$ cat src/rtl/bdmd_pkg.sv
// Shared types and constants for the bar-delimited message deframer.
package bdmd_pkg;

    // Byte codes seen in the stream.
    localparam logic [7:0] CH_VERSION = 8'h30;
    localparam logic [7:0] CH_NINE    = 8'h39;
    localparam logic [7:0] CH_BAR     = 8'h7C;

    // Reset value of the largest accepted payload length.
    localparam logic [6:0] MAX_LENGTH_RESET = 7'd99;

    // Depth of the result queue in entries.
    localparam int QUEUE_DEPTH = 4;

    typedef logic [6:0] length_t;
    typedef logic [4:0] field_idx_t;

    typedef enum logic [2:0] {
        PH_VERSION,
        PH_BAR1,
        PH_TENS,
        PH_UNITS,
        PH_BAR2,
        PH_PAYLOAD
    } phase_t;

    typedef enum logic [1:0] {
        KIND_BYTE   = 2'd0,
        KIND_END    = 2'd1,
        KIND_ACCEPT = 2'd2,
        KIND_REJECT = 2'd3
    } kind_t;

    typedef enum logic [2:0] {
        ST_OK        = 3'd0,
        ST_VERSION   = 3'd1,
        ST_SEPARATOR = 3'd2,
        ST_DIGIT     = 3'd3,
        ST_RANGE     = 3'd4,
        ST_TRAILING  = 3'd5,
        ST_NO_FIELDS = 3'd6,
        ST_BROKEN    = 3'd7
    } status_t;

    // One result item.
    typedef struct packed {
        kind_t      kind;
        logic [7:0] char_out;
        field_idx_t field_index;
        length_t    frame_length;
        status_t    status;
        logic       last;
    } result_t;

    // Results produced by one input byte, in order.
    typedef struct packed {
        logic [1:0] count;
        result_t    first;
        result_t    second;
    } push_t;

endpackage

$ cat src/rtl/bdmd_parse.sv
// Frame parser: state registers and per-byte result generation.
module bdmd_parse #(
    parameter int MAX_FIELDS = 20,
    parameter int TYPE_CHARS = 4
) (
    input  logic                 clk,
    input  logic                 rst_n,
    input  logic                 cfg_write,
    input  logic [6:0]           cfg_data,
    input  logic                 in_accept,
    input  logic [7:0]           in_byte,
    input  logic                 in_broken,
    output bdmd_pkg::push_t      push
);

    localparam int FW  = $clog2(MAX_FIELDS + 1);
    localparam int TCW = $clog2(TYPE_CHARS + 1);

    bdmd_pkg::phase_t  phase_reg, phase_next;
    logic [3:0]        tens_reg, tens_next;
    bdmd_pkg::length_t length_reg, length_next;
    bdmd_pkg::length_t left_reg, left_next;
    logic [FW-1:0]     fields_reg, fields_next;
    logic [TCW-1:0]    chars_reg, chars_next;
    logic              in_token_reg, in_token_next;
    bdmd_pkg::length_t max_length_reg;

    // Step logic locals.
    logic               is_digit;
    logic [3:0]         digit;
    bdmd_pkg::length_t  decoded;
    logic               a_valid, b_valid, do_clear;
    bdmd_pkg::result_t  res_a, res_b;
    logic [FW-1:0]      field_m1;

    // Configuration register.
    always_ff @(posedge clk or negedge rst_n)
    begin
        if (!rst_n)
        begin
            max_length_reg <= bdmd_pkg::MAX_LENGTH_RESET;
        end
        else if (cfg_write)
        begin
            max_length_reg <= cfg_data;
        end
    end

    // Frame state registers, updated on every input transfer.
    always_ff @(posedge clk or negedge rst_n)
    begin
        if (!rst_n)
        begin
            phase_reg    <= bdmd_pkg::PH_VERSION;
            tens_reg     <= '0;
            length_reg   <= '0;
            left_reg     <= '0;
            fields_reg   <= '0;
            chars_reg    <= '0;
            in_token_reg <= 1'b0;
        end
        else if (in_accept)
        begin
            phase_reg    <= phase_next;
            tens_reg     <= tens_next;
            length_reg   <= length_next;
            left_reg     <= left_next;
            fields_reg   <= fields_next;
            chars_reg    <= chars_next;
            in_token_reg <= in_token_next;
        end
    end

    // Digit decode and length from two digits: tens * 10 + units.
    assign is_digit = (in_byte >= bdmd_pkg::CH_VERSION) && (in_byte <= bdmd_pkg::CH_NINE);
    assign digit    = in_byte[3:0];
    assign decoded  = bdmd_pkg::length_t'({tens_reg, 3'b000})
                    + bdmd_pkg::length_t'({tens_reg, 1'b0})
                    + bdmd_pkg::length_t'(digit);

    // Next state and results for the byte at the input.
    always_comb
    begin
        phase_next    = phase_reg;
        tens_next     = tens_reg;
        length_next   = length_reg;
        left_next     = left_reg;
        fields_next   = fields_reg;
        chars_next    = chars_reg;
        in_token_next = in_token_reg;
        a_valid       = 1'b0;
        b_valid       = 1'b0;
        do_clear      = 1'b0;
        res_a         = '0;
        res_b         = '0;
        field_m1      = '0;
        res_b.kind         = bdmd_pkg::KIND_REJECT;
        res_b.frame_length = length_reg;

        if (in_broken)
        begin
            b_valid      = 1'b1;
            res_b.status = bdmd_pkg::ST_BROKEN;
            do_clear     = 1'b1;
        end
        else
        begin
            unique case (phase_reg)
                bdmd_pkg::PH_VERSION:
                begin
                    if (in_byte == bdmd_pkg::CH_VERSION)
                    begin
                        phase_next = bdmd_pkg::PH_BAR1;
                    end
                    else
                    begin
                        b_valid      = 1'b1;
                        res_b.status = bdmd_pkg::ST_VERSION;
                        do_clear     = 1'b1;
                    end
                end
                bdmd_pkg::PH_BAR1,
                bdmd_pkg::PH_BAR2:
                begin
                    if (in_byte == bdmd_pkg::CH_BAR)
                    begin
                        phase_next = (phase_reg == bdmd_pkg::PH_BAR1) ?
                                     bdmd_pkg::PH_TENS : bdmd_pkg::PH_PAYLOAD;
                    end
                    else
                    begin
                        b_valid      = 1'b1;
                        res_b.status = bdmd_pkg::ST_SEPARATOR;
                        do_clear     = 1'b1;
                    end
                end
                bdmd_pkg::PH_TENS:
                begin
                    if (is_digit)
                    begin
                        tens_next  = digit;
                        phase_next = bdmd_pkg::PH_UNITS;
                    end
                    else
                    begin
                        b_valid      = 1'b1;
                        res_b.status = bdmd_pkg::ST_DIGIT;
                        do_clear     = 1'b1;
                    end
                end
                bdmd_pkg::PH_UNITS:
                begin
                    if (!is_digit)
                    begin
                        b_valid      = 1'b1;
                        res_b.status = bdmd_pkg::ST_DIGIT;
                        do_clear     = 1'b1;
                    end
                    else if ((decoded == '0) || (decoded > max_length_reg))
                    begin
                        // Out-of-range length reports the decoded value.
                        b_valid            = 1'b1;
                        res_b.status       = bdmd_pkg::ST_RANGE;
                        res_b.frame_length = decoded;
                        do_clear           = 1'b1;
                    end
                    else
                    begin
                        length_next = decoded;
                        left_next   = decoded;
                        phase_next  = bdmd_pkg::PH_BAR2;
                    end
                end
                bdmd_pkg::PH_PAYLOAD:
                begin
                    if (in_byte == bdmd_pkg::CH_BAR)
                    begin
                        // A bar closes an open field; runs of bars do nothing.
                        if (in_token_reg)
                        begin
                            field_m1          = fields_reg - FW'(1);
                            a_valid           = 1'b1;
                            res_a.kind        = bdmd_pkg::KIND_END;
                            res_a.field_index = bdmd_pkg::field_idx_t'(field_m1);
                            in_token_next     = 1'b0;
                        end
                    end
                    else
                    begin
                        // Open a new field while there is room for one.
                        if (!in_token_reg && (fields_reg < FW'(MAX_FIELDS)))
                        begin
                            fields_next   = fields_reg + FW'(1);
                            in_token_next = 1'b1;
                            chars_next    = '0;
                        end
                        if (in_token_next)
                        begin
                            field_m1 = fields_next - FW'(1);
                            if ((fields_next != FW'(1)) || (chars_next < TCW'(TYPE_CHARS)))
                            begin
                                a_valid           = 1'b1;
                                res_a.kind        = bdmd_pkg::KIND_BYTE;
                                res_a.char_out    = in_byte;
                                res_a.field_index = bdmd_pkg::field_idx_t'(field_m1);
                            end
                            // Count saturates once the type field limit is reached.
                            if (chars_next < TCW'(TYPE_CHARS))
                            begin
                                chars_next = chars_next + TCW'(1);
                            end
                        end
                    end

                    // Close the frame on its last payload byte.
                    left_next = left_reg - 7'd1;
                    if (left_next == '0)
                    begin
                        b_valid  = 1'b1;
                        do_clear = 1'b1;
                        if (in_byte != bdmd_pkg::CH_BAR)
                        begin
                            res_b.status = bdmd_pkg::ST_TRAILING;
                        end
                        else if (fields_next == '0)
                        begin
                            res_b.status = bdmd_pkg::ST_NO_FIELDS;
                        end
                        else
                        begin
                            res_b.kind = bdmd_pkg::KIND_ACCEPT;
                        end
                    end
                end
                default:
                begin
                    b_valid      = 1'b1;
                    res_b.status = bdmd_pkg::ST_VERSION;
                    do_clear     = 1'b1;
                end
            endcase
        end

        if (do_clear)
        begin
            phase_next    = bdmd_pkg::PH_VERSION;
            tens_next     = '0;
            length_next   = '0;
            left_next     = '0;
            fields_next   = '0;
            chars_next    = '0;
            in_token_next = 1'b0;
        end
    end

    // Order the results and mark the final one.
    always_comb
    begin
        push = '0;
        if (a_valid && b_valid)
        begin
            push.count       = 2'd2;
            push.first       = res_a;
            push.second      = res_b;
            push.second.last = 1'b1;
        end
        else if (a_valid)
        begin
            push.count      = 2'd1;
            push.first      = res_a;
            push.first.last = 1'b1;
        end
        else if (b_valid)
        begin
            push.count      = 2'd1;
            push.first      = res_b;
            push.first.last = 1'b1;
        end
    end

endmodule

$ cat src/rtl/bdmd_outq.sv
// Result queue: takes up to two results per cycle and hands out one.
module bdmd_outq (
    input  logic                clk,
    input  logic                rst_n,
    input  logic                push_en,
    input  bdmd_pkg::push_t     push,
    output logic                room,
    output logic                out_valid,
    input  logic                out_ready,
    output bdmd_pkg::result_t   out_data
);

    localparam int AW = $clog2(bdmd_pkg::QUEUE_DEPTH);
    localparam int CW = $clog2(bdmd_pkg::QUEUE_DEPTH + 1);

    bdmd_pkg::result_t mem [bdmd_pkg::QUEUE_DEPTH];

    logic [AW-1:0] head_reg, head_next;
    logic [AW-1:0] tail_reg, tail_next;
    logic [CW-1:0] count_reg, count_next;
    logic [1:0]    wr_cnt;
    logic          pop;

    assign wr_cnt    = push_en ? push.count : 2'd0;
    assign pop       = out_valid && out_ready;
    assign out_valid = (count_reg != '0);
    assign out_data  = mem[head_reg];

    // Room for the largest burst one byte can cause.
    assign room = (count_reg <= CW'(bdmd_pkg::QUEUE_DEPTH - 2));

    // Pointer and fill count updates.
    always_comb
    begin
        head_next  = head_reg + AW'(pop);
        tail_next  = tail_reg + AW'(wr_cnt);
        count_next = count_reg + CW'(wr_cnt) - CW'(pop);
    end

    always_ff @(posedge clk or negedge rst_n)
    begin
        if (!rst_n)
        begin
            head_reg  <= '0;
            tail_reg  <= '0;
            count_reg <= '0;
        end
        else
        begin
            head_reg  <= head_next;
            tail_reg  <= tail_next;
            count_reg <= count_next;
        end
    end

    // Entry storage.
    always_ff @(posedge clk)
    begin
        if (wr_cnt != 2'd0)
        begin
            mem[tail_reg] <= push.first;
        end
        if (wr_cnt == 2'd2)
        begin
            mem[tail_reg + AW'(1)] <= push.second;
        end
    end

endmodule

$ cat src/rtl/bar_delimited_message_deframer.sv
// Top level of the bar-delimited message deframer.
//
//   Channel   Direction  Handshake                  Payload
//   s_axis    in         s_axis_tvalid/tready       tdata: data_byte; tuser: stream_broken
//   m_axis    out        m_axis_tvalid/tready       tdata/tuser/tlast: one result
//   cfg       in         cfg_valid/cfg_ready        cfg_data: max_length
//
// One byte is parsed per cycle by single-level logic between the frame state
// registers and a four-entry result queue, which holds the results until taken.
// A byte is taken whenever the queue has room for two results, so a steady
// one byte per cycle is sustained while the output side keeps up.
// Reset clears the frame state, the queue and sets max_length to 99.
// The configuration channel is always ready.
module bar_delimited_message_deframer #(
    parameter int MAX_FIELDS = 20,
    parameter int TYPE_CHARS = 4
) (
    input  logic        clk,
    input  logic        rst_n,
    input  logic        s_axis_tvalid,
    output logic        s_axis_tready,
    input  logic [7:0]  s_axis_tdata,   // [7:0] data_byte
    input  logic        s_axis_tuser,   // [0] stream_broken
    output logic        m_axis_tvalid,
    input  logic        m_axis_tready,
    output logic [23:0] m_axis_tdata,   // [7:0] char_out, [12:8] field_index,
                                        // [19:13] frame_length, [22:20] status, [23] zero
    output logic [1:0]  m_axis_tuser,   // [1:0] kind
    output logic        m_axis_tlast,
    input  logic        cfg_valid,
    output logic        cfg_ready,
    input  logic [6:0]  cfg_data
);

    bdmd_pkg::push_t   push;
    bdmd_pkg::result_t head;
    logic              room;
    logic              in_accept;

    assign cfg_ready     = 1'b1;
    assign s_axis_tready = room;
    assign in_accept     = s_axis_tvalid && s_axis_tready;

    // Parser with its state and the configuration register.
    bdmd_parse #(
        .MAX_FIELDS (MAX_FIELDS),
        .TYPE_CHARS (TYPE_CHARS)
    ) u_parse (
        .clk       (clk),
        .rst_n     (rst_n),
        .cfg_write (cfg_valid && cfg_ready),
        .cfg_data  (cfg_data),
        .in_accept (in_accept),
        .in_byte   (s_axis_tdata),
        .in_broken (s_axis_tuser),
        .push      (push)
    );

    // Result queue decoupling the output side.
    bdmd_outq u_outq (
        .clk       (clk),
        .rst_n     (rst_n),
        .push_en   (in_accept),
        .push      (push),
        .room      (room),
        .out_valid (m_axis_tvalid),
        .out_ready (m_axis_tready),
        .out_data  (head)
    );

    // Output packing.
    assign m_axis_tdata = {1'b0, head.status, head.frame_length, head.field_index,
                           head.char_out};
    assign m_axis_tuser = head.kind;
    assign m_axis_tlast = head.last;

endmodule

$ cat config.mk
export PLATFORM = sky130hd
export DESIGN_NAME = bar_delimited_message_deframer
export DESIGN_NICKNAME = d
export VERILOG_FILES = /design/src/rtl/bdmd_pkg.sv /design/src/rtl/bdmd_parse.sv /design/src/rtl/bdmd_outq.sv /design/src/rtl/bar_delimited_message_deframer.sv
export SDC_FILE = /design/constraint.sdc
export NUM_CORES = 1
export LEC_CHECK = 0
export BUFFER_PORTS_ARGS = -buffer_cell sky130_fd_sc_hd__buf_2
export CAP_MARGIN = 20
export CORE_ASPECT_RATIO = 0.9
export CORE_MARGIN = 4
export CORE_UTILIZATION = 25
export DETAILED_ROUTE_END_ITERATION = 16
export SKIP_CTS_REPAIR_TIMING = 1
export SYNTH_ARGS = -nofsm -noshare
export SYNTH_HDL_FRONTEND = slang
export SYNTH_SLANG_ARGS = --single-unit
$ cat constraint.sdc
create_clock -name clk -period 5.7 [get_ports clk]
set_input_delay 0.855 -clock clk [delete_from_list [all_inputs] [get_ports clk]]
set_output_delay 0.855 -clock clk [all_outputs]
set_load 0.02 [all_outputs]
==> results of run 1 <==
==> per-layer routing <==
metal / track usage (%) / up-vias
met3: 2.72 / 30
li1: - / 2924
met1: 16.6 / 2930
met2: 18.6 / 156
met5: 0 / -
met4: 3.37 / 0
==> critical path: stages <==
cell	delay, ns
buf_2	0.12
fa_1	0.54
fa_1	0.47
and3_1	0.17
or3_1	0.36
nand2_1	0.09
inv_1	0.08
ha_1	0.31
nor2b_1	0.15
o21ai_0	0.09
nand4_1	0.19
a21oi_2	0.20
clkinv_1	0.13
ha_1	0.41
nand2_1	0.16
nand2_1	0.07
or3_1	0.36
o41a_1	0.49
nor3_1	0.24
==> power by group through the flow <==
| stage | Clock (mW) | Combinational, mW | Sequential, mW |
|---|---|---|---|
| finish | 1.14 | 0.741 | 1.28 |
| global route | 1.19 | 0.810 | 1.29 |
| CTS | 1.15 | 0.701 | 1.32 |
| detailed placement | 0 | 0.699 | 1.34 |
| global placement | 0 | 0.691 | 1.33 |
| floorplan | 0 | 0.574 | 1.23 |
==> final timing paths <==
check | start | endpoint | depth (start not counted)
worst min-delay path | rst_n | u_parse.max_length_reg[4] | 1
worst max-delay path | s_axis_tdata[3] | u_outq.mem[0][8] | 19
max in group asynchronous | rst_n | u_parse.max_length_reg[1] | 2
worst max register to register | u_parse.tens_reg[0] | u_outq.mem[0][8] | 18
worst min register to register | u_outq.mem[3][23] | u_outq.mem[3][23] | 2
min in group clk | u_outq.mem[3][23] | u_outq.mem[3][23] | 2
==> synthesized netlist by cell type (6+ instances only) <==
master / instances / area [sq um]
o21ai_0: 89 / 445
nand3_1: 63 / 315
nand2_1: 59 / 221
nor2_1: 56 / 210
dfxtp_1: 52 / 1040
edfxtp_1: 52 / 1560
a21oi_1: 41 / 205
dfrtp_1: 40 / 1000
clkbuf_1: 38 / 143
mux4_2: 26 / 586
ha_1: 24 / 300
inv_1: 22 / 82.6
nor3_1: 16 / 80.1
a22o_1: 11 / 96.3
o22ai_1: 9 / 56.3
or3_1: 9 / 56.3
a32o_1: 8 / 80.1
xnor2_1: 8 / 70.1
nor2b_1: 7 / 43.8
xor2_1: 7 / 61.3
buf_1: 6 / 22.5
nand2b_1: 6 / 37.5
nand4_1: 6 / 37.5
==> metrics by stage <==
stage                     cell area (sq um)  setup slack (ns)  cells  utilization [%]
after global routing                   9110            0.0628   1227             29.5
after floorplan                        7800            0.0121    767                -
after detailed placement               8480            0.0272   1193             27.5
final                                  9110             0.470   1227             29.5
after CTS                              9070             0.458   1225             29.4
after global placement                 8480             0.169   1193             27.5
==> logic make-up after synthesis <==
kind of cell	Yosys count	share of synthesized area, %
adder cells (fa/ha/maj)	27	4.62
AND/OR/NAND/NOR	259	16.7
other	2	0.0964
flip-flops	148	47.6
buffers and inverters	80	4.50
XOR/XNOR	16	1.97
AO/OA/AOI/OAI	205	16.4
multiplexers	30	8.06
==> final cells by class <==
| class | instances | area share (%) |
|---|---|---|
| clock inverter | 14 | 1.74 |
| tap | 409 | 5.62 |
| timing repair buffer | 75 | 5.14 |
| multi-input combinational | 539 | 41.1 |
| sequential | 148 | 40.7 |
| inverter | 24 | 0.989 |
| clock buffer | 18 | 4.71 |
==> flow_summary.toml, run 1 <==
[clock_tree]
cts_tree = "done"
cts_buffers = 17
cts_max_level = 4
cts_root_buf = "clkbuf_16"
clk_pin_slew_ns = 0.06
cts_sinks = 148
clock_latency_ns = 0.43
clk_path_buf_depth = 2

[placed_design]
place.gp.congestion = 0.842
hpwl_um = 14600
numPortBuffers = 48

[critical_path]
required_ns = 5.96
endpoint_kind = "flop"
crit_fanout = 10
startpoint_type = "input pin"
arrival_ns = 5.49
worstSetupPathType = "input pin to flop"
r2r_setup_slack_ns = 0.60

[timing]
skew_ns = 0.00930
rsz0062_at_grt = "false"
worst_hold_slack_ns = 0.263
finalSetupViolCount = 0
worst_slew_pin_slew_ns = 0.884
final.min_clock_period_ns = 5.23
drv_slew = 0
slew_headroom_pct = 40.4
timing.fmax_mhz = 191
min_period_over_period_pct = 91.8
fin_setup_tns_ns = 0
hold_viol_final = 0

[floorplan]
ioPinCount = 51
fp-row-count = 61
die_height_um = 176
start_util_pct = 25.3
die-area_sq_um = 34100
core-area_sq_um = 30800
die_x_um = 194

[routing]
wl_met1_um = 9820
wirelength_um = 20500
num_vias = 6040
drc_errors = 0
drtIter0Drc = 449
vias_per_cell = 4.92
ant_nets = 0
top_layer_used = "met4"
dr_wl_met3_um = 940
avgRoutedWirePerCell_um = 16.7
firstDrtPassIters = 5
wl_met2_um = 9300

[power_and_ir_drop]
switching_share_pct = 31.4
seqPwrFrac_pct = 40.5
total_power_mw = 3.16
p_per_area_nw_per_um2 = 346
p_sw_uw = 989
peakVddDrop_mv = 0.177
pwr-share-comb_pct = 23.5
p_int_mw = 2.17
leakagePower_nw = 3.45
power.share.clock_pct = 36.0

[logic_synthesis]
ys_ff_latch = 148
synth_cell_types = 75
async_reset_ff_share_pct = 29.7
seq_area_frac_synth_pct = 47.6
synth.cell_area_sq_um = 7790
yosysWarningCount = 0
avgSynthCellArea_sq_um = 10.2
synthFlopType = "edfxtp_1"
synth_nets = 815
synth-edff-count = 52
syn_inst = 767

[finish]
final-seq-area_sq_um = 3710
nFillCells = 3205
fin_nets = 853
multi_input_area_sq_um = 3740
layout-drive-gt1-share_pct = 18.1
area_growth_pct = 16.9
largest_register_ff_count = 104
final_common_cell = "o21ai_0"
antenna_cells = 0
regMostFlops = "u_outq.mem"
layout_common_cells = "o21ai_0 (89), nand3_1 (63), nand2_1 (57), nor2_1 (56)"

[global_routing]
grt_pass1_vias = 5820
grt_pass1_wl_um = 32400
grt-ovfl-total = 0
track_usage_pct = 11.9
grt_max_degree = 45
antenna_found_initial = 0

[status]
status = "finished, final reports clean"

[flow_run]
max_cap_violations = 0

[worst_hold_path]
hp-class = "input pin to async pin"
(Power assumes the default switching activity.)
==> inputs of run 2 (changes only) <==
ABC_AREA = 1   (was not set)
CTS_CLUSTER_SIZE = 28   (was not set)
==> run 2 against run 1 <==
Net effect:
- die area is 4.2% higher
- setup slack better by 0.077 ns
- sequential share of layout area fell by 1.5 points
- register-to-register slack improved by 0.10 ns
- synthesized cell count increased by 32%
- maximum frequency is 1.5% higher
- critical endpoint is now u_outq.mem[2][4]
- largest power group unchanged
- sequential cell count is the same
- wire length rose by 14%
- clock skew up 0.0073 ns
- sequential power down 4%
- non-clock buffer count down 10
==> flow_summary.toml, run 2 <==
[clock_tree]
cts_tree = "done"
cts_root_buf = "clkbuf_16"
clk_pin_slew_ns = 0.07
cts_buffers = 17
clk_path_buf_depth = 2
clock_latency_ns = 0.43
cts_max_level = 4
cts_sinks = 148

[timing]
timing.fmax_mhz = 194
skew_ns = 0.0166
rsz0062_at_grt = "false"
slew_headroom_pct = 44.7
drv_slew = 0
finalSetupViolCount = 0
hold_viol_final = 0
timing.final.ws_setup_ns = 0.547
fin_setup_tns_ns = 0
worst_slew_pin_slew_ns = 0.829
min_period_over_period_pct = 90.4
final.min_clock_period_ns = 5.15

[placed_design]
pre_cts_ws_ns = 0.0985
numPortBuffers = 48
hpwl_um = 16300
place.gp.congestion = 0.845

[logic_synthesis]
synth_cell_types = 51
avgSynthCellArea_sq_um = 8.06
synthTopCellsByArea = "edfxtp_1 (19%), dfxtp_1 (13%), dfrtp_1 (12%), nand2_1 (10%), o21ai_0 (6.3%)"
synth_most_common_cell = "nand2_1"
synthFlopType = "edfxtp_1"
syn_inst = 1009
synth-edff-count = 52
synth_area_leader_cell = "edfxtp_1"
async_reset_ff_share_pct = 29.7
ys_ff_latch = 148
synth.top_cell.area_share_pct = 19.2
yosysWarningCount = 0
yosys-top-cells-count = "nand2_1 (222), o21ai_0 (102), nor2_1 (90)"
synth.cell_area_sq_um = 8140
seq_area_frac_synth_pct = 45.6
synth_nets = 1057

[floorplan]
die-area_sq_um = 35500
fp-row-count = 62
start_util_pct = 25.4
die_height_um = 179
core-area_sq_um = 32000
die_x_um = 198
ioPinCount = 51

[power_and_ir_drop]
peakVddDrop_mv = 0.205
leakagePower_nw = 3.96
p_per_area_nw_per_um2 = 379
total_power_mw = 3.58

[finish]
layout_common_cells = "nand2_1 (222), o21ai_0 (102), nor2_1 (90), inv_1 (68), nand4_1 (66)"
antenna_cells = 0
nFillCells = 3378
regMostFlops = "u_outq.mem"
layout-drive-gt1-share_pct = 14.5
area_growth_pct = 16.2
utilization_pct = 29.5
largest_register_ff_count = 104
fin_nets = 1098
final-seq-area_sq_um = 3710
final_common_cell = "nand2_1"
multi_input_area_sq_um = 3870

[global_routing]
grt-ovfl-total = 0
track_usage_pct = 13.4
grt_pass1_wl_um = 37500
grt_max_degree = 54
antenna_found_initial = 1
grt_pass1_vias = 6741

[critical_path]
crit_fanout = 10
arrival_ns = 5.32
endpoint_kind = "flop"
startpoint_type = "input pin"
worstSetupPathType = "input pin to flop"
r2r_setup_slack_ns = 0.70
required_ns = 5.87

[routing]
ant_nets = 0
firstDrtPassIters = 5
wirelength_um = 23400
drc_errors = 0
num_vias = 7172
avgRoutedWirePerCell_um = 15.8
drtIter0Drc = 801
vias_per_cell = 4.85

[flow_run]
max_cap_violations = 0

[worst_hold_path]
hp-class = "input pin to async pin"

[status]
status = "finished, final reports clean"
run 2: changes by cell type in the layout (fill, tap and decap cells not counted), sizes merged, moves of 8 or more:
cell	change
nand3	-16
or3	-9
o21ai	+68
inv	+66
nor3	-15
mux4	-26
nor2	+41
a32o	-8
nand2	+173
a21oi	-30
buf	-10
nand4	+61
o22ai	+30
run 2: metal layers:
layer | vias up | GRT usage, % | part of all wire, %
met2 | 245 | 20.0 | 44
met5 | - | 0 | 0
met4 | 0 | 3.16 | 0.98
met1 | 3350 | 20.0 | 49
met3 | 20 | 2.72 | 6.5
li1 | 3557 | - | -
run 2: critical path: stages:
cell      delay [ns]
buf_2           0.14
fa_1            0.53
fa_1            0.47
a21oi_1         0.17
o21bai_2        0.09
xnor2_2         0.16
inv_1           0.06
ha_1            0.29
nand2_1         0.05
nor3_1          0.12
nand3_1         0.10
nand2_1         0.10
nand2_1         0.09
nand2_1         0.17
nand2_4         0.13
ha_1            0.38
nor2_2          0.10
nor2_1          0.19
inv_2           0.06
nand2_1         0.25
clkinv_1        0.44
nand4_1         0.23
nand2_1         0.10
run 2: area by class of cell:
cell class / count / area share [%]
Sequential cell: 148 / 39.2
Tap cell: 416 / 5.51
Clock inverter: 15 / 1.92
Inverter: 92 / 3.71
Timing Repair Buffer: 65 / 4.16
Clock buffer: 17 / 4.50
Multi-Input combinational cell: 726 / 41.0
run 2: path summary, 6_finish.rpt:
check / from / end / depth (start not counted)
worst min register to register: u_outq.mem[2][20] / u_outq.mem[2][20] / 2
min in group clk: u_outq.mem[2][20] / u_outq.mem[2][20] / 2
worst min-delay path: rst_n / u_parse.max_length_reg[2] / 1
worst max-delay path: s_axis_tdata[3] / u_outq.mem[2][4] / 23
worst max register to register: u_parse.tens_reg[0] / u_outq.mem[2][4] / 22
max in group asynchronous: rst_n / u_parse.max_length_reg[5] / 2
run 2: cells by family (layout without fill, tap and decap cells):
| logic type | count (synthesis) | count (layout) | synth area share, % |
|---|---|---|---|
| muxes | 1 | 1 | 0.138 |
| buffers and inverters | 135 | 189 | 6.83 |
| AOI/OAI and AO/OA | 224 | 224 | 15.6 |
| xor gates and xnor gates | 22 | 22 | 2.46 |
| other | 2 | 2 | 0.0923 |
| DFF | 148 | 148 | 45.6 |
| adders and majority gates | 27 | 27 | 4.43 |
| and+or+nand+nor | 450 | 450 | 24.9 |
run 2: power by group:
part | total [mW] | internal, mW | switching (mW)
registers | 1.23 | 1.19 | 0.0375
logic | 1.21 | 0.341 | 0.873
clock network | 1.14 | 0.596 | 0.540
total | 3.58 | 2.13 | 1.45
run 2: stage by stage:
stage | hold WS [ns] | instances | cell area (sq um)
after detailed placement | 0.441 | 1446 | 8820
after CTS | 0.459 | 1478 | 9430
after floorplan | 0.421 | 1009 | 8140
final | 0.259 | 1479 | 9450
after global routing | 0.244 | 1479 | 9450
after global placement | 0.435 | 1446 | 8820
==> inputs of run 3 (changes only) <==
CELL_PAD_IN_SITES_DETAIL_PLACEMENT = 0   (was not set)
CELL_PAD_IN_SITES_GLOBAL_PLACEMENT = 2   (was not set)
PLACE_DENSITY_LB_ADDON = 0.1   (was not set)
==> run 3 against run 2 <==
Net effect:
- sequential cell count unchanged
- total power decreased by 0.94%
- non-clock buffer count increased by 8
- register-to-register slack better by 0.18 ns
- clock-buffer cell count grew 5
- clock skew shrank 0.0032 ns
- hold slack better by 0.19 ns
- maximum frequency rose by 3.9%
- final area shrank 0.34%
- wire length increased by 21%
- combinational power is essentially flat
- die area unchanged
- highest routed layer unchanged
==> flow_summary.toml, run 3 (synthesis results as in run 2) <==
[critical_path]
max_stage_delay_ns = 0.53
crit_family = "adder cells"
slowest_stage = "fa_1"
path_cells = "buf_2 > fa_1 > fa_1 > a21oi_1 > o21bai_2 > xnor2_2 > inv_1 > ha_1 > nand2_1 > nor3_1 > nand3_1 > nand2_1 > nand2_1 > nand2_1 > nand2_4 > ha_1 > nor2_2 > nor2_1 > inv_2 > nand2_1 > buf_4 > clkinv_1 > nand4_1 > nand2_1"
startpoint_type = "input pin"
required_ns = 5.88
worstSetupPathType = "input pin to flop"
arrival_ns = 5.14
endpoint_kind = "flop"
path_buf_inv = 5
crit_path_frequent_cell = "nand2_1"
crit_fanout = 10

[floorplan]
core-area_sq_um = 32000
die_height_um = 179
start_util_pct = 25.4
fp-row-count = 62
die-area_sq_um = 35500
ioPinCount = 51
die_x_um = 198

[routing]
wl_met1_um = 14200
ant_nets = 0
drtIter0Drc = 415
avgRoutedWirePerCell_um = 19.1
wirelength_um = 28400
top_layer_used = "met4"
wl_met2_um = 13300
dr_wl_met3_um = 542
vias_per_cell = 4.72
num_vias = 7012
firstDrtPassIters = 5
drc_errors = 0

[timing]
final.min_clock_period_ns = 4.96
finalSetupViolCount = 0
slew_headroom_pct = 30.4
timing.fmax_mhz = 202
rsz0062_at_grt = "false"
drv_slew = 0
worst_hold_slack_ns = 0.453
skew_ns = 0.0134
timing.final.ws_setup_ns = 0.740
fin_setup_tns_ns = 0
worst_slew_pin_slew_ns = 1.04
hold_viol_final = 0
min_period_over_period_pct = 87.0

[worst_hold_path]
hp-class = "flop to flop"

[clock_tree]
cts_sinks = 148
clk_pin_slew_ns = 0.07
cts_root_buf = "clkbuf_16"
clk_path_buf_depth = 2
cts_buffers = 17
clock_latency_ns = 0.43
cts_tree = "done"
cts_max_level = 4

[finish]
layout-drive-gt1-share_pct = 14.8
area_growth_pct = 15.8
utilization_pct = 29.4
stdcell_area_sq_um = 9420
fin_nets = 1106
final_common_cell = "nand2_1"
antenna_cells = 0
largest_register_ff_count = 104
fin_cells = 1487
regMostFlops = "u_outq.mem"
layout_common_cells = "nand2_1 (222), o21ai_0 (102), nor2_1 (90), inv_1 (69), nand4_1 (66)"

[global_routing]
grt_max_degree = 54
grt_pass1_wl_um = 44200
grt_pass1_vias = 7136
antenna_found_initial = 0
grt-ovfl-total = 0
track_usage_pct = 16.5

[placed_design]
place_area_sq_um = 8880
place.gp.congestion = 0.769
numPortBuffers = 48
hpwl_um = 19700
pre_cts_ws_ns = 0.276
dp_cells = 1455

[power_and_ir_drop]
p_per_area_nw_per_um2 = 376
total_power_mw = 3.55
peakVddDrop_mv = 0.205
leakagePower_nw = 3.97

[flow_run]
max_cap_violations = 0

[status]
status = "finished, final reports clean"
run 3: area by class of cell:
cell class,count,area (sq um)
well taps,416,520
clock buffers,22,464
clock inverters,10,75.1
multi-input cells,726,3870
inverters,92,350
flip-flops and latches,148,3710
fillers,3531,22600
repair buffers,73,428
run 3: layer usage:
layer  global-route usage [%]  vias to the layer above
li1                         -                     3564
met5                        0                        -
met4                     4.10                        0
met3                     2.39                       16
met1                     23.1                     3374
met2                     26.9                       58
run 3: path summary, 6_finish.rpt:
kind	start	to	slack, ns	cells after the start
setup / recovery	s_axis_tdata[3]	u_outq.mem[0][8]	0.74	24
min in group asynchronous	rst_n	u_parse.max_length_reg[2]	0.53	2
max in group asynchronous	rst_n	u_parse.length_reg[2]	4.72	2
setup reg to reg	u_parse.tens_reg[0]	u_outq.mem[0][8]	0.88	23
hold reg to reg	u_outq.mem[1][23]	u_outq.mem[1][23]	0.45	2
hold / removal	u_outq.mem[1][23]	u_outq.mem[1][23]	0.45	2
run 3: worst register-to-register path: cells and delay by family, from the launching register on:
kind,cells,cell delay [ns]
AO/OA/AOI/OAI,2,0.26
XOR/XNOR,1,0.14
adder cells (fa/ha/maj),4,1.65
buffers and inverters,4,0.69
flip-flops,1,0.43
AND/OR/NAND/NOR,12,1.40
run 3: power breakdown:
group          leakage [nW]  switching, mW  internal, mW
clock                 0.266          0.493         0.585
sequential             1.48         0.0382          1.19
combinational          2.23          0.894         0.344
total                  3.97           1.42          2.12
